### config.mk
export PLATFORM = sky130hd
export DESIGN_NAME = circle_box_collision_test_unit
export DESIGN_NICKNAME = d
export VERILOG_FILES = /design/src/sv/cbct_pkg.sv /design/src/sv/cbct_setup.sv /design/src/sv/cbct_clamp.sv /design/src/sv/cbct_dist.sv /design/src/sv/cbct_square.sv /design/src/sv/circle_box_collision_test_unit.sv
export SDC_FILE = /design/constraint.sdc
export NUM_CORES = 2
export LEC_CHECK = 0
export BUFFER_PORTS_ARGS = -buffer_cell sky130_fd_sc_hd__buf_2
export CAP_MARGIN = 0
export CORE_UTILIZATION = 60
export CTS_CLUSTER_DIAMETER = 120
export CTS_CLUSTER_SIZE = 20
export DETAILED_ROUTE_END_ITERATION = 12
export PLACE_DENSITY = 0.77
export SETUP_SLACK_MARGIN = 0.1
export SYNTH_ARGS = -nofsm -noshare
export SYNTH_HDL_FRONTEND = slang
export SYNTH_SLANG_ARGS = --single-unit
### constraint.sdc
create_clock -name i_clk -period 10.25 [get_ports i_clk]
set_input_delay 1.025 -clock i_clk [delete_from_list [all_inputs] [get_ports i_clk]]
set_output_delay 1.025 -clock i_clk [all_outputs]
set_load 0.03 [all_outputs]
### src/sv/cbct_pkg.sv
`default_nettype none
// ============================================================================
// cbct_pkg
// Shared types and codes for the circle/box collision test pipeline.
// ============================================================================
package cbct_pkg;

    // Pair kind, carried on the input tuser
    localparam int KIND_BITS = 2;
    typedef logic [KIND_BITS-1:0] t_kind;
    localparam t_kind KIND_RECT   = 2'd0;
    localparam t_kind KIND_CIRCLE = 2'd1;
    localparam t_kind KIND_OTHER  = 2'd2;

    // Side of the rectangle met by a circle
    localparam int SIDE_BITS = 3;
    typedef enum logic [SIDE_BITS-1:0] {
        SIDE_NONE   = 3'd0,
        SIDE_TOP    = 3'd1,
        SIDE_BOTTOM = 3'd2,
        SIDE_LEFT   = 3'd3,
        SIDE_RIGHT  = 3'd4,
        SIDE_CORNER = 3'd5
    } t_side;

endpackage
`default_nettype wire

### src/sv/cbct_setup.sv
`default_nettype none
// ============================================================================
// cbct_setup
// First stage: form the circle centre in the 5-fraction-bit working format
// and the far edges of both shapes.
// ============================================================================
module cbct_setup #(
    parameter int CB = 16
) (
    input  wire logic                 i_clk,
    input  wire logic                 i_en,
    input  wire cbct_pkg::t_kind      i_kind,
    input  wire logic [CB-1:0]        i_a_x,
    input  wire logic [CB-1:0]        i_a_y,
    input  wire logic [CB-2:0]        i_a_w,
    input  wire logic [CB-2:0]        i_a_h,
    input  wire logic [CB-1:0]        i_b_x,
    input  wire logic [CB-1:0]        i_b_y,
    input  wire logic [CB-2:0]        i_b_w,
    input  wire logic [CB-2:0]        i_b_h,
    output logic                      o_rect,
    output logic                      o_circ,
    output logic                      o_area,
    output logic signed [CB:0]        o_ax,
    output logic signed [CB:0]        o_ay,
    output logic signed [CB:0]        o_bx,
    output logic signed [CB:0]        o_by,
    output logic signed [CB:0]        o_a_r,
    output logic signed [CB:0]        o_a_b,
    output logic signed [CB:0]        o_b_r,
    output logic signed [CB:0]        o_b_b,
    output logic signed [CB+1:0]      o_cx,
    output logic signed [CB+1:0]      o_cy,
    output logic [CB-2:0]             o_r
);
    import cbct_pkg::*;

    logic [CB:0]   n_a_r, n_a_b, n_b_r, n_b_b;
    logic [CB+1:0] n_cx, n_cy;

    // Far edges at 4 fraction bits, circle centre at 5 fraction bits
    always_comb begin
        n_a_r = {i_a_x[CB-1], i_a_x} + {2'b00, i_a_w};
        n_a_b = {i_a_y[CB-1], i_a_y} + {2'b00, i_a_h};
        n_b_r = {i_b_x[CB-1], i_b_x} + {2'b00, i_b_w};
        n_b_b = {i_b_y[CB-1], i_b_y} + {2'b00, i_b_h};
        n_cx  = {i_a_x[CB-1], i_a_x, 1'b0} + {3'b000, i_a_w};
        n_cy  = {i_a_y[CB-1], i_a_y, 1'b0} + {3'b000, i_a_w};
    end

    // Register the stage
    always_ff @(posedge i_clk) begin
        if (i_en) begin
            o_rect <= (i_kind == KIND_RECT);
            o_circ <= (i_kind == KIND_CIRCLE);
            o_area <= (i_a_w != '0) && (i_a_h != '0) && (i_b_w != '0) && (i_b_h != '0);
            o_ax   <= $signed({i_a_x[CB-1], i_a_x});
            o_ay   <= $signed({i_a_y[CB-1], i_a_y});
            o_bx   <= $signed({i_b_x[CB-1], i_b_x});
            o_by   <= $signed({i_b_y[CB-1], i_b_y});
            o_a_r  <= $signed(n_a_r);
            o_a_b  <= $signed(n_a_b);
            o_b_r  <= $signed(n_b_r);
            o_b_b  <= $signed(n_b_b);
            o_cx   <= $signed(n_cx);
            o_cy   <= $signed(n_cy);
            o_r    <= i_a_w;
        end
    end

endmodule
`default_nettype wire

### src/sv/cbct_clamp.sv
`default_nettype none
// ============================================================================
// cbct_clamp
// Second stage: decide the rectangle pair overlap and clamp the circle
// centre onto the rectangle to find the closest point.
// ============================================================================
module cbct_clamp #(
    parameter int CB = 16
) (
    input  wire logic                 i_clk,
    input  wire logic                 i_en,
    input  wire logic                 i_rect,
    input  wire logic                 i_circ,
    input  wire logic                 i_area,
    input  wire logic signed [CB:0]   i_ax,
    input  wire logic signed [CB:0]   i_ay,
    input  wire logic signed [CB:0]   i_bx,
    input  wire logic signed [CB:0]   i_by,
    input  wire logic signed [CB:0]   i_a_r,
    input  wire logic signed [CB:0]   i_a_b,
    input  wire logic signed [CB:0]   i_b_r,
    input  wire logic signed [CB:0]   i_b_b,
    input  wire logic signed [CB+1:0] i_cx,
    input  wire logic signed [CB+1:0] i_cy,
    input  wire logic [CB-2:0]        i_r,
    output logic                      o_rect_hit,
    output logic                      o_circ,
    output logic signed [CB+1:0]      o_cx,
    output logic signed [CB+1:0]      o_cy,
    output logic signed [CB+1:0]      o_px,
    output logic signed [CB+1:0]      o_py,
    output logic signed [CB+1:0]      o_l,
    output logic signed [CB+1:0]      o_rt,
    output logic signed [CB+1:0]      o_t,
    output logic signed [CB+1:0]      o_bt,
    output logic [CB-2:0]             o_r
);
    import cbct_pkg::*;

    logic signed [CB+1:0] n_l, n_rt, n_t, n_bt, n_px, n_py;
    logic                 n_ox, n_oy;

    always_comb begin
        // Rectangle edges in the working format
        n_l  = $signed({i_bx, 1'b0});
        n_rt = $signed({i_b_r, 1'b0});
        n_t  = $signed({i_by, 1'b0});
        n_bt = $signed({i_b_b, 1'b0});
        // Strict overlap on each axis
        n_ox = (i_ax < i_b_r) && (i_bx < i_a_r);
        n_oy = (i_ay < i_b_b) && (i_by < i_a_b);
        // Clamp the centre onto the rectangle
        n_px = (i_cx < n_l) ? n_l : ((i_cx > n_rt) ? n_rt : i_cx);
        n_py = (i_cy < n_t) ? n_t : ((i_cy > n_bt) ? n_bt : i_cy);
    end

    // Register the stage
    always_ff @(posedge i_clk) begin
        if (i_en) begin
            o_rect_hit <= i_rect && i_area && n_ox && n_oy;
            o_circ     <= i_circ;
            o_cx       <= i_cx;
            o_cy       <= i_cy;
            o_px       <= n_px;
            o_py       <= n_py;
            o_l        <= n_l;
            o_rt       <= n_rt;
            o_t        <= n_t;
            o_bt       <= n_bt;
            o_r        <= i_r;
        end
    end

endmodule
`default_nettype wire

### src/sv/cbct_dist.sv
`default_nettype none
// ============================================================================
// cbct_dist
// Third stage: offsets from the centre to the closest point, and distances
// from that point to each rectangle edge.
// ============================================================================
module cbct_dist #(
    parameter int CB = 16
) (
    input  wire logic                 i_clk,
    input  wire logic                 i_en,
    input  wire logic                 i_rect_hit,
    input  wire logic                 i_circ,
    input  wire logic signed [CB+1:0] i_cx,
    input  wire logic signed [CB+1:0] i_cy,
    input  wire logic signed [CB+1:0] i_px,
    input  wire logic signed [CB+1:0] i_py,
    input  wire logic signed [CB+1:0] i_l,
    input  wire logic signed [CB+1:0] i_rt,
    input  wire logic signed [CB+1:0] i_t,
    input  wire logic signed [CB+1:0] i_bt,
    input  wire logic [CB-2:0]        i_r,
    output logic                      o_rect_hit,
    output logic                      o_circ,
    output logic [CB+1:0]             o_dx,
    output logic [CB+1:0]             o_dy,
    output logic [CB-1:0]             o_dl,
    output logic [CB-1:0]             o_dr,
    output logic [CB-1:0]             o_dt,
    output logic [CB-1:0]             o_db,
    output logic [CB+1:0]             o_px,
    output logic [CB+1:0]             o_py,
    output logic [CB-2:0]             o_r
);
    import cbct_pkg::*;

    logic [CB+2:0] n_diff_x, n_diff_y, n_neg_x, n_neg_y;
    logic [CB+1:0] n_dl, n_dr, n_dt, n_db;

    always_comb begin
        // Absolute offsets, one bit wider for the difference
        n_diff_x = {i_cx[CB+1], i_cx} - {i_px[CB+1], i_px};
        n_diff_y = {i_cy[CB+1], i_cy} - {i_py[CB+1], i_py};
        n_neg_x  = -n_diff_x;
        n_neg_y  = -n_diff_y;
        // Edge distances are at most twice the rectangle size
        n_dl = i_px - i_l;
        n_dr = i_rt - i_px;
        n_dt = i_py - i_t;
        n_db = i_bt - i_py;
    end

    // Register the stage
    always_ff @(posedge i_clk) begin
        if (i_en) begin
            o_rect_hit <= i_rect_hit;
            o_circ     <= i_circ;
            o_dx       <= n_diff_x[CB+2] ? n_neg_x[CB+1:0] : n_diff_x[CB+1:0];
            o_dy       <= n_diff_y[CB+2] ? n_neg_y[CB+1:0] : n_diff_y[CB+1:0];
            o_dl       <= n_dl[CB-1:0];
            o_dr       <= n_dr[CB-1:0];
            o_dt       <= n_dt[CB-1:0];
            o_db       <= n_db[CB-1:0];
            o_px       <= i_px;
            o_py       <= i_py;
            o_r        <= i_r;
        end
    end

endmodule
`default_nettype wire

### src/sv/cbct_square.sv
`default_nettype none
// ============================================================================
// cbct_square
// Fourth stage: bound the offsets by the radius, square the offsets and the
// radius, and pick the nearer edge on each axis.
// ============================================================================
module cbct_square #(
    parameter int CB = 16
) (
    input  wire logic            i_clk,
    input  wire logic            i_en,
    input  wire logic            i_rect_hit,
    input  wire logic            i_circ,
    input  wire logic [CB+1:0]   i_dx,
    input  wire logic [CB+1:0]   i_dy,
    input  wire logic [CB-1:0]   i_dl,
    input  wire logic [CB-1:0]   i_dr,
    input  wire logic [CB-1:0]   i_dt,
    input  wire logic [CB-1:0]   i_db,
    input  wire logic [CB+1:0]   i_px,
    input  wire logic [CB+1:0]   i_py,
    input  wire logic [CB-2:0]   i_r,
    output logic                 o_rect_hit,
    output logic                 o_near,
    output logic [2*CB-3:0]      o_sq_x,
    output logic [2*CB-3:0]      o_sq_y,
    output logic [2*CB-3:0]      o_sq_r,
    output logic [CB-1:0]        o_mv,
    output logic [CB-1:0]        o_mh,
    output logic                 o_top_lt,
    output logic                 o_left_lt,
    output logic [CB+1:0]        o_px,
    output logic [CB+1:0]        o_py
);
    import cbct_pkg::*;

    logic [CB-2:0]   n_dx_lo, n_dy_lo;
    logic [2*CB-3:0] n_sq_x, n_sq_y, n_sq_r;
    logic            n_near;

    always_comb begin
        // Offsets inside the radius fit in the radius width
        n_near  = i_circ && (i_dx <= {3'b000, i_r}) && (i_dy <= {3'b000, i_r});
        n_dx_lo = i_dx[CB-2:0];
        n_dy_lo = i_dy[CB-2:0];
        n_sq_x  = n_dx_lo * n_dx_lo;
        n_sq_y  = n_dy_lo * n_dy_lo;
        n_sq_r  = i_r * i_r;
    end

    // Register the stage
    always_ff @(posedge i_clk) begin
        if (i_en) begin
            o_rect_hit <= i_rect_hit;
            o_near     <= n_near;
            o_sq_x     <= n_sq_x;
            o_sq_y     <= n_sq_y;
            o_sq_r     <= n_sq_r;
            o_mv       <= (i_dt < i_db) ? i_dt : i_db;
            o_mh       <= (i_dl < i_dr) ? i_dl : i_dr;
            o_top_lt   <= (i_dt < i_db);
            o_left_lt  <= (i_dl < i_dr);
            o_px       <= i_px;
            o_py       <= i_py;
        end
    end

endmodule
`default_nettype wire

### src/sv/circle_box_collision_test_unit.sv
`default_nettype none
// ============================================================================
// circle_box_collision_test_unit
// Five-stage pipelined collision test for rectangle pairs and circle against
// rectangle, with closest point and side of contact.
// ============================================================================
// Usage:
//   Input stream s_axis_*: one shape pair per transfer, kind on tuser and the
//   eight coordinates and sizes packed in tdata.
//   Output stream m_axis_*: one result per transfer, hit on tuser, side and
//   contact point in tdata (5 fraction bits).
//   Throughput: one pair per cycle while no stall backs up to s_axis_tready;
//   the stages are setup, clamp, distance, square and decide, each one
//   register deep.
//   Each stage holds its own valid bit and loads whenever it is empty or the
//   stage after it moves, so bubbles close up and a stall at m_axis_tready
//   backs up stage by stage; a new pair is taken while a result waits as long
//   as some stage is empty. Nothing is dropped or repeated.
//   Reset clears all valid bits; the block keeps no other state.
// ============================================================================
module circle_box_collision_test_unit #(
    parameter  int COORD_BITS = 16,
    localparam int IN_BITS    = 8 * COORD_BITS - 4,
    localparam int IN_TDATA   = ((IN_BITS + 7) / 8) * 8,
    localparam int OUT_BITS   = 2 * COORD_BITS + 7,
    localparam int OUT_TDATA  = ((OUT_BITS + 7) / 8) * 8
) (
    input  wire logic                 i_clk,
    input  wire logic                 i_rst_n,
    input  wire logic                 s_axis_tvalid,
    output logic                      s_axis_tready,
    // a_x, a_y, a_w, a_h, b_x, b_y, b_w, b_h (from bit 0 up), zero padded
    input  wire logic [IN_TDATA-1:0]  s_axis_tdata,
    // kind
    input  wire cbct_pkg::t_kind      s_axis_tuser,
    output logic                      m_axis_tvalid,
    input  wire logic                 m_axis_tready,
    // hit_side, contact_x, contact_y (from bit 0 up), zero padded
    output logic [OUT_TDATA-1:0]      m_axis_tdata,
    // hit
    output logic                      m_axis_tuser
);
    import cbct_pkg::*;

    localparam int CB   = COORD_BITS;
    localparam int NSTG = 5;

    // Stage handshake
    logic [NSTG-1:0] r_vld;
    logic [NSTG:0]   n_rdy;

    // Stage 1 outputs
    logic                 s1_rect, s1_circ, s1_area;
    logic signed [CB:0]   s1_ax, s1_ay, s1_bx, s1_by, s1_a_r, s1_a_b, s1_b_r, s1_b_b;
    logic signed [CB+1:0] s1_cx, s1_cy;
    logic [CB-2:0]        s1_r;
    // Stage 2 outputs
    logic                 s2_rect_hit, s2_circ;
    logic signed [CB+1:0] s2_cx, s2_cy, s2_px, s2_py, s2_l, s2_rt, s2_t, s2_bt;
    logic [CB-2:0]        s2_r;
    // Stage 3 outputs
    logic                 s3_rect_hit, s3_circ;
    logic [CB+1:0]        s3_dx, s3_dy, s3_px, s3_py;
    logic [CB-1:0]        s3_dl, s3_dr, s3_dt, s3_db;
    logic [CB-2:0]        s3_r;
    // Stage 4 outputs
    logic                 s4_rect_hit, s4_near, s4_top_lt, s4_left_lt;
    logic [2*CB-3:0]      s4_sq_x, s4_sq_y, s4_sq_r;
    logic [CB-1:0]        s4_mv, s4_mh;
    logic [CB+1:0]        s4_px, s4_py;
    // Result stage
    logic                 r_hit;
    t_side                r_side;
    logic [CB+1:0]        r_cx, r_cy;
    logic [2*CB-2:0]      n_sum;
    logic                 n_circ_hit;
    t_side                n_side;

    // Ready chain: a stage loads when empty or when its successor moves
    always_comb begin
        n_rdy[NSTG] = m_axis_tready;
        for (int k = NSTG - 1; k >= 0; k--) begin
            n_rdy[k] = !r_vld[k] || n_rdy[k+1];
        end
    end

    assign s_axis_tready = n_rdy[0];

    // Advance valid bits
    always_ff @(posedge i_clk) begin
        if (!i_rst_n) begin
            r_vld <= '0;
        end else begin
            if (n_rdy[0]) begin
                r_vld[0] <= s_axis_tvalid;
            end
            for (int k = 1; k < NSTG; k++) begin
                if (n_rdy[k]) begin
                    r_vld[k] <= r_vld[k-1];
                end
            end
        end
    end

    cbct_setup #(.CB(CB)) u_setup (
        .i_clk  (i_clk),
        .i_en   (n_rdy[0]),
        .i_kind (s_axis_tuser),
        .i_a_x  (s_axis_tdata[CB-1:0]),
        .i_a_y  (s_axis_tdata[2*CB-1:CB]),
        .i_a_w  (s_axis_tdata[3*CB-2:2*CB]),
        .i_a_h  (s_axis_tdata[4*CB-3:3*CB-1]),
        .i_b_x  (s_axis_tdata[5*CB-3:4*CB-2]),
        .i_b_y  (s_axis_tdata[6*CB-3:5*CB-2]),
        .i_b_w  (s_axis_tdata[7*CB-4:6*CB-2]),
        .i_b_h  (s_axis_tdata[8*CB-5:7*CB-3]),
        .o_rect (s1_rect),
        .o_circ (s1_circ),
        .o_area (s1_area),
        .o_ax   (s1_ax),
        .o_ay   (s1_ay),
        .o_bx   (s1_bx),
        .o_by   (s1_by),
        .o_a_r  (s1_a_r),
        .o_a_b  (s1_a_b),
        .o_b_r  (s1_b_r),
        .o_b_b  (s1_b_b),
        .o_cx   (s1_cx),
        .o_cy   (s1_cy),
        .o_r    (s1_r)
    );

    cbct_clamp #(.CB(CB)) u_clamp (
        .i_clk      (i_clk),
        .i_en       (n_rdy[1]),
        .i_rect     (s1_rect),
        .i_circ     (s1_circ),
        .i_area     (s1_area),
        .i_ax       (s1_ax),
        .i_ay       (s1_ay),
        .i_bx       (s1_bx),
        .i_by       (s1_by),
        .i_a_r      (s1_a_r),
        .i_a_b      (s1_a_b),
        .i_b_r      (s1_b_r),
        .i_b_b      (s1_b_b),
        .i_cx       (s1_cx),
        .i_cy       (s1_cy),
        .i_r        (s1_r),
        .o_rect_hit (s2_rect_hit),
        .o_circ     (s2_circ),
        .o_cx       (s2_cx),
        .o_cy       (s2_cy),
        .o_px       (s2_px),
        .o_py       (s2_py),
        .o_l        (s2_l),
        .o_rt       (s2_rt),
        .o_t        (s2_t),
        .o_bt       (s2_bt),
        .o_r        (s2_r)
    );

    cbct_dist #(.CB(CB)) u_dist (
        .i_clk      (i_clk),
        .i_en       (n_rdy[2]),
        .i_rect_hit (s2_rect_hit),
        .i_circ     (s2_circ),
        .i_cx       (s2_cx),
        .i_cy       (s2_cy),
        .i_px       (s2_px),
        .i_py       (s2_py),
        .i_l        (s2_l),
        .i_rt       (s2_rt),
        .i_t        (s2_t),
        .i_bt       (s2_bt),
        .i_r        (s2_r),
        .o_rect_hit (s3_rect_hit),
        .o_circ     (s3_circ),
        .o_dx       (s3_dx),
        .o_dy       (s3_dy),
        .o_dl       (s3_dl),
        .o_dr       (s3_dr),
        .o_dt       (s3_dt),
        .o_db       (s3_db),
        .o_px       (s3_px),
        .o_py       (s3_py),
        .o_r        (s3_r)
    );

    cbct_square #(.CB(CB)) u_square (
        .i_clk      (i_clk),
        .i_en       (n_rdy[3]),
        .i_rect_hit (s3_rect_hit),
        .i_circ     (s3_circ),
        .i_dx       (s3_dx),
        .i_dy       (s3_dy),
        .i_dl       (s3_dl),
        .i_dr       (s3_dr),
        .i_dt       (s3_dt),
        .i_db       (s3_db),
        .i_px       (s3_px),
        .i_py       (s3_py),
        .i_r        (s3_r),
        .o_rect_hit (s4_rect_hit),
        .o_near     (s4_near),
        .o_sq_x     (s4_sq_x),
        .o_sq_y     (s4_sq_y),
        .o_sq_r     (s4_sq_r),
        .o_mv       (s4_mv),
        .o_mh       (s4_mh),
        .o_top_lt   (s4_top_lt),
        .o_left_lt  (s4_left_lt),
        .o_px       (s4_px),
        .o_py       (s4_py)
    );

    // Decide the circle hit and the side met
    always_comb begin
        n_sum      = {1'b0, s4_sq_x} + {1'b0, s4_sq_y};
        n_circ_hit = s4_near && (n_sum <= {1'b0, s4_sq_r});
        if (!n_circ_hit) begin
            n_side = SIDE_NONE;
        end else if (s4_mv == s4_mh) begin
            n_side = SIDE_CORNER;
        end else if (s4_mv < s4_mh) begin
            n_side = s4_top_lt ? SIDE_TOP : SIDE_BOTTOM;
        end else begin
            n_side = s4_left_lt ? SIDE_LEFT : SIDE_RIGHT;
        end
    end

    // Hold the result until the transfer completes
    always_ff @(posedge i_clk) begin
        if (n_rdy[4]) begin
            r_hit  <= s4_rect_hit || n_circ_hit;
            r_side <= n_side;
            r_cx   <= n_circ_hit ? s4_px : '0;
            r_cy   <= n_circ_hit ? s4_py : '0;
        end
    end

    assign m_axis_tvalid = r_vld[NSTG-1];
    assign m_axis_tuser  = r_hit;
    assign m_axis_tdata  = OUT_TDATA'({r_cy, r_cx, r_side});

endmodule
`default_nettype wire

After elaboration in Yosys (flattened, before gate mapping)
Index checks and enable logic that the tools add are counted.
W data, S select, Z words.
{"block": "op_classes", "addsub": 15, "mul": 3, "div": 0, "magnitude_cmp": 14, "eq_ne": 2, "n_shift": 0, "mux": 12, "bitwise": 1, "reduce_logical": 30}
{"operator": "$mux W18", "n": 6}
{"operator": "$mul A15 B15 Y30", "n": 3}
{"operator": "$add A16 B16 Y17", "n": 4}
{"operator": "$lt A16 B17 Y1", "n": 4}
{"operator": "$sub A16 B16 Y16", "n": 4}
{"operator": "$reduce_bool A15 Y1", "n": 4}
{"operator": "$lt A16 B16 Y1", "n": 3}
{"operator": "$sub A18 B18 Y19", "n": 2}
{"operator": "$add A17 B16 Y18", "n": 2}
{"operator": "$gt A18 B18 Y1", "n": 2}
{"operator": "$le A18 B15 Y1", "n": 2}
{"operator": "$lt A18 B17 Y1", "n": 2}
{"operator": "$neg A18 Y18", "n": 2}
{"operator": "$mux W16", "n": 2}
{"operator": "$add A30 B30 Y31", "n": 1}
{"operator": "$le A31 B30 Y1", "n": 1}
{"operator": "$eq A16 B16 Y1", "n": 1}
{"operator": "$logic_and A1 B1 Y1", "n": 11}
{"operator": "$mux W3", "n": 3}
{"operator": "$logic_or A1 B1 Y1", "n": 6}
{"operator": "$reduce_or A2 Y1", "n": 3}
{"operator": "$logic_not A1 Y1", "n": 5}
{"operator": "$eq A2 B1 Y1 const B", "n": 1}
{"operator": "$logic_not A2 Y1", "n": 1}
{"operator": "other kinds (2)", "n": 2}
{"block": "totals", "reg_bits": 695, "latchBits": 0, "ramBits": 0, "rom_bits": 0, "output_inout_bits": 43, "wordCells": 136, "mem_count": 0}

Logic depth before layout (Yosys ltp)
{"block": "depth", "depth_word": 6, "ltp_mapped": 26}

By module
Synthesis repeated with hierarchy kept, for this count alone.
{"block": "unflattened", "hier_cells": 5369, "area_unflattened_um2": 58071.9}
{"module": "cbct_square", "n_inst": 1, "cells_each": 2532, "area_each_um2": 25185.4}
{"module": "cbct_dist", "n_inst": 1, "cells_each": 937, "area_each_um2": 9985.8}
{"module": "cbct_setup", "n_inst": 1, "cells_each": 731, "area_each_um2": 9646.8}
{"module": "cbct_clamp", "n_inst": 1, "cells_each": 662, "area_each_um2": 8732.1}
{"module": "circle_box_collision_test_unit", "n_inst": 1, "cells_each": 507, "area_each_um2": 4521.8}

Least setup slack after synthesis
Ideal clock, no wire load.
{"block": "synth_path", "path_kind": "input-to-reg", "from": "input m_axis_tready", "to": "register u_setup.o_a_b[0] (enable)", "setup_time_ps": 2035, "arrival_ps": 5802, "t_required_ps": 8215, "path_slack_ps": 2413, "cell_stages": 3, "cell_sequence": "nor2b_1 and3_1 nand3_1"}
{"block": "synth_between", "elab_chain_len": 5}
{"element": "start: declaration", "line_no": "circle_box_collision_test_unit.sv:37", "text": "input wire logic m_axis_tready,"}
{"element": "$logic_or A1 B1 Y1 (5 in a row)", "line_no": "circle_box_collision_test_unit.sv:83", "text": "n_rdy[k] = !r_vld[k] || n_rdy[k+1];"}
{"element": "named net s_axis_tready", "line_no": "circle_box_collision_test_unit.sv:31", "text": "output logic s_axis_tready,"}
{"element": "end signal: assignment", "line_no": "cbct_setup.sv:62", "text": "o_a_b <= $signed(n_a_b);"}
{"element": "end: declaration", "line_no": "cbct_setup.sv:29", "text": "output logic signed [CB:0] o_a_b,"}
The timed path passes the listed nets, and every way through them passes these cells.
A chain may end at the register's enable or synchronous reset.

Worst setup path in the final report
{"block": "layout_path", "from": "register u_dist.o_dx[3]", "to": "register u_square.o_sq_x[28] (data pin)"}
{"block": "layout_between", "elab_chain_len": 1}
{"element": "start: declaration", "line_no": "cbct_dist.sv:25", "text": "output logic [CB+1:0] o_dx,"}
{"element": "start signal: assignment", "line_no": "cbct_dist.sv:58", "text": "o_dx <= n_diff_x[CB+2] ? n_neg_x[CB+1:0] : n_diff_x[CB+1:0];"}
{"element": "$mul A15 B15 Y30", "line_no": "cbct_square.sv:46", "text": "n_sq_x = n_dx_lo * n_dx_lo;"}
{"element": "named net u_square.n_sq_x[28]", "line_no": "cbct_square.sv:38", "text": "logic [2*CB-3:0] n_sq_x, n_sq_y, n_sq_r;"}
{"element": "end signal: assignment", "line_no": "cbct_square.sv:56", "text": "o_sq_x <= n_sq_x;"}
{"element": "end: declaration", "line_no": "cbct_square.sv:25", "text": "output logic [2*CB-3:0] o_sq_x,"}
The timed path passes the listed nets, and every way through them passes these cells.

==> impl_metrics.tcl <==
set metrics [dict create \
    layout-area-overhead-vs-synth_pct 6.27 \
    max_clock_freq_ghz 0.136 \
    synth.lib_cells_used.distinct 93 \
    clk_root_buffer_cell "sky130_fd_sc_hd__clkbuf_16" \
    postSynthRegisterBits 684 \
    timing.slew.headroom_pct 29.1 \
    grt_max_degree 86 \
    max_slew.worst_pin.slew_ps 1060 \
    port_buffers 171 \
    via_count_of_the_first_global_routing_pass 37900 \
    totalWireLength_um 120000 \
    fp.coreArea_um2 92100 \
    ys_dominant_reg_cell "sky130_fd_sc_hd__edfxtp_1" \
    yosysSeqAreaShare_pct 36.5 \
    postCtsHoldBufs 0 \
    min_period_over_period_pct 71.7 \
    result_of_the_run "finished, final reports clean" \
    crit_top_cell "sky130_fd_sc_hd__fa_1" \
    die_h_um 308 \
    num-nets-final 6608 \
    synth_enable_flop_cells 679 \
    dp_hpwl_um 97800 \
    period_needed_ps 7340 \
    route.detailed.wl_per_inst_um 18.3 \
    pin_count 177 \
    timing.setup.tns_ps 0 \
    finalMaxSlewViolations 0 \
    synthesis_warning_total 0 \
    cts.repair_timing.setup_buffer_count 0 \
    worstPathCellList "inv_1 > nor2_1 > fa_1 > inv_1 > fa_1 > inv_1 > fa_1 > fa_1 > fa_1 > inv_1 > fa_1 > inv_1 > ha_1 > a21o_1 > a221oi_1 > o21ai_0 > a21oi_1 > nor2b_1 > a31oi_1 > o41ai_1 > mux2i_1 > o2111ai_1" \
    drc_errors 0 \
    first_pass_iters 8 \
    tritoncts.num_buffers 41 \
    postSynthNetCount 6442 \
    ys_async_sr_fraction_pct 0 \
    drt_first_iter_violations 2281 \
    timing.setup.critical_path_class "register to register" \
    gr-total-overflow 0 \
    critical_path_required_ps 10590 \
    n_fill_cell 7083 \
    start_util_pct 60.9 \
    postCtsResizedCells 0 \
    clock_sink_count 684 \
    worstSetupEndpointType "register" \
    worstPathArrival_ps 7680 \
    synthesis.area_per_instance_um2 10.9 \
    layout-drive-gt1-share_pct 6.06 \
    clkLatencyLatePin_ps 630 \
    sequential_cell_area_um2 20500 \
    holdCritPathClass "register to register" \
    finalSetupViolCount 0 \
    count_of_endpoints_failing_hold_in_the_final_timing_report 0 \
    timing.max_cap.violations 0 \
    tritoncts "done" \
    antenna_left 0 \
    antenna-diode-count 0 \
    die_footprint_um2 94700 \
    post-place-ws_ps 2980 \
    netlist_instances 5167 \
    cts-root-to-sink-buffers 3 \
    worst-path-max-fanout 16 \
    total_area_of_multi_input_combinational_cells_um2 31700 \
    gp_routability_congestion 0.922 \
    antenna_found_initial 2 \
    cts.reportedPaths.clkPinSlew_ps 80 \
    fin_util_pct 64.7 \
    clock_skew_ps 50.9 \
    synth.cell_area_um2 56100 \
    cts_max_level 2 \
    max_stage_delay_ps 900 \
    worstSetupStartpointType "register" \
    die_width_um 308 \
    via_count 37200 \
    global_route_wire_length_before_repair_um 194000 \
    gr-usage-all-layers_pct 26.1 \
    route.detailed.vias_per_inst 5.64 \
    rsz0062_at_grt "no" \
    rows 111 \
    critPathSlowestCell "sky130_fd_sc_hd__edfxtp_1" \
    layout_setup_ws_ps 2910 \
]
state kept, by name (all words and copies together), names as in the netlist, 17 cells and up:
name,cells
u_dist.o_dx,18
u_dist.o_dy,18
u_clamp.o_cx,17
u_setup.o_a_b,17
u_setup.o_a_r,17
u_square.o_px,18
u_square.o_sq_y,29
u_square.o_sq_r,29
u_setup.o_b_r,17
r_cy,18
u_dist.o_px,18
u_clamp.o_px,18
u_setup.o_b_b,17
u_setup.o_cx,17
u_square.o_py,18
u_setup.o_cy,17
u_square.o_sq_x,29
u_dist.o_py,18
u_clamp.o_py,18
r_cx,18
u_clamp.o_cy,17
layout by cell type, fill, tap and decap left out, drive strengths merged, types with 60 or more instances in the layout:
cell type  synthesis  final
mux2i             70     70
a21o             135    135
xnor2            202    202
nor2             286    286
and2             120    120
nand2            327    327
buf               11    192
nor2b             60     60
ha               723    723
o21ai            181    181
inv              979    981
xor2              64     64
edfxtp           679    679
fa               418    418
a21oi            198    198
synthesized netlist by cell type (8+ instances only):
cell type / number / share of area, %
sky130_fd_sc_hd__mux2_2: 32 / 0.64
sky130_fd_sc_hd__nor3b_1: 9 / 0.12
sky130_fd_sc_hd__o31ai_1: 16 / 0.21
sky130_fd_sc_hd__ha_1: 723 / 16
sky130_fd_sc_hd__nor3_1: 51 / 0.46
sky130_fd_sc_hd__edfxtp_1: 679 / 36
sky130_fd_sc_hd__and2_1: 120 / 1.3
sky130_fd_sc_hd__inv_1: 978 / 6.5
sky130_fd_sc_hd__a21boi_0: 26 / 0.35
sky130_fd_sc_hd__o2111ai_1: 13 / 0.20
sky130_fd_sc_hd__nand4_1: 26 / 0.29
sky130_fd_sc_hd__a31oi_1: 26 / 0.29
sky130_fd_sc_hd__nor2b_1: 60 / 0.67
sky130_fd_sc_hd__o21ai_0: 172 / 1.5
sky130_fd_sc_hd__nand2b_1: 36 / 0.40
sky130_fd_sc_hd__o211ai_1: 20 / 0.27
sky130_fd_sc_hd__a2111oi_0: 14 / 0.22
sky130_fd_sc_hd__a21o_1: 134 / 1.8
sky130_fd_sc_hd__nor2_1: 286 / 1.9
sky130_fd_sc_hd__or3_1: 27 / 0.30
sky130_fd_sc_hd__o211a_1: 8 / 0.14
sky130_fd_sc_hd__o21ai_1: 9 / 0.080
sky130_fd_sc_hd__fa_1: 418 / 15
sky130_fd_sc_hd__a21oi_1: 197 / 1.8
sky130_fd_sc_hd__mux2i_1: 70 / 1.2
sky130_fd_sc_hd__a211oi_1: 18 / 0.24
sky130_fd_sc_hd__and3_1: 22 / 0.25
sky130_fd_sc_hd__xnor2_1: 201 / 3.1
sky130_fd_sc_hd__nor4_1: 24 / 0.27
sky130_fd_sc_hd__o21bai_1: 22 / 0.29
sky130_fd_sc_hd__o21a_1: 43 / 0.58
sky130_fd_sc_hd__xor2_1: 64 / 1.0
sky130_fd_sc_hd__clkbuf_1: 58 / 0.39
sky130_fd_sc_hd__or2_2: 14 / 0.16
sky130_fd_sc_hd__nand2_1: 327 / 2.2
sky130_fd_sc_hd__nand3_1: 59 / 0.53
per-layer routing:
layer / up-vias / GRT usage, % / wire length [um]
li1: 17900 / - / -
met1: 18100 / 33.6 / 50400
met2: 972 / 44.9 / 58500
met3: 222 / 2.86 / 6300
met4: 4 / 10.7 / 5250
met5: - / 0 / 21
final cells by class:
cell class                      count  share of cell area, %
Sequential cell                   684                   34.4
Timing Repair Buffer              192                   1.70
Multi-Input combinational cell   3433                   53.1
Clock inverter                      6                  0.176
Clock buffer                       53                   1.83
Tap cell                         1243                   2.61
Inverter                          981                   6.19
through the flow:
stage                     std cells  hold WS [ps]  instance area (um2)
final                          6592           421                59600
after floorplan                5167           400                56100
after global routing           6592           429                59600
after CTS                      6592           423                59600
after global placement         6533           401                58400
after detailed placement       6533           405                58400
kinds of logic (layout without fill, tap and decap cells):
group / Yosys count / in the layout / synth area share [%]
buf+inv: 1050 / 1232 / 7.09
simple gates: 1092 / 1092 / 9.36
compound gates: 824 / 824 / 9.76
other cells: 1 / 1 / 0.00669
mux: 109 / 109 / 2.03
flops: 684 / 684 / 36.5
fa+ha+maj: 1141 / 1141 / 31.0
xor+xnor: 266 / 266 / 4.17
path summary, 6_finish.rpt:
kind / cells past startpoint / slack [ps] / from / end
worst max register to register: 22 / 2910 / u_dist.o_dx[3] / u_square.o_sq_x[28]
worst max-delay path: 22 / 2910 / u_dist.o_dx[3] / u_square.o_sq_x[28]
worst min register to register: 0 / 420 / u_dist.o_py[5] / u_square.o_py[5]
worst min-delay path: 0 / 420 / u_dist.o_py[5] / u_square.o_py[5]
worst max-delay path, delay by kind of cell (launching register included):
kind / cells / cell delay (ps)
buffers and inverters: 5 / 580
adder cells (fa/ha/maj): 7 / 3140
AND/OR/NAND/NOR: 2 / 440
multiplexers: 1 / 260
AO/OA/AOI/OAI: 7 / 1760
flip-flops: 1 / 900
Power is not shown: default switching activity piles up to over one toggle a cycle in this logic, so the estimate is an artifact.
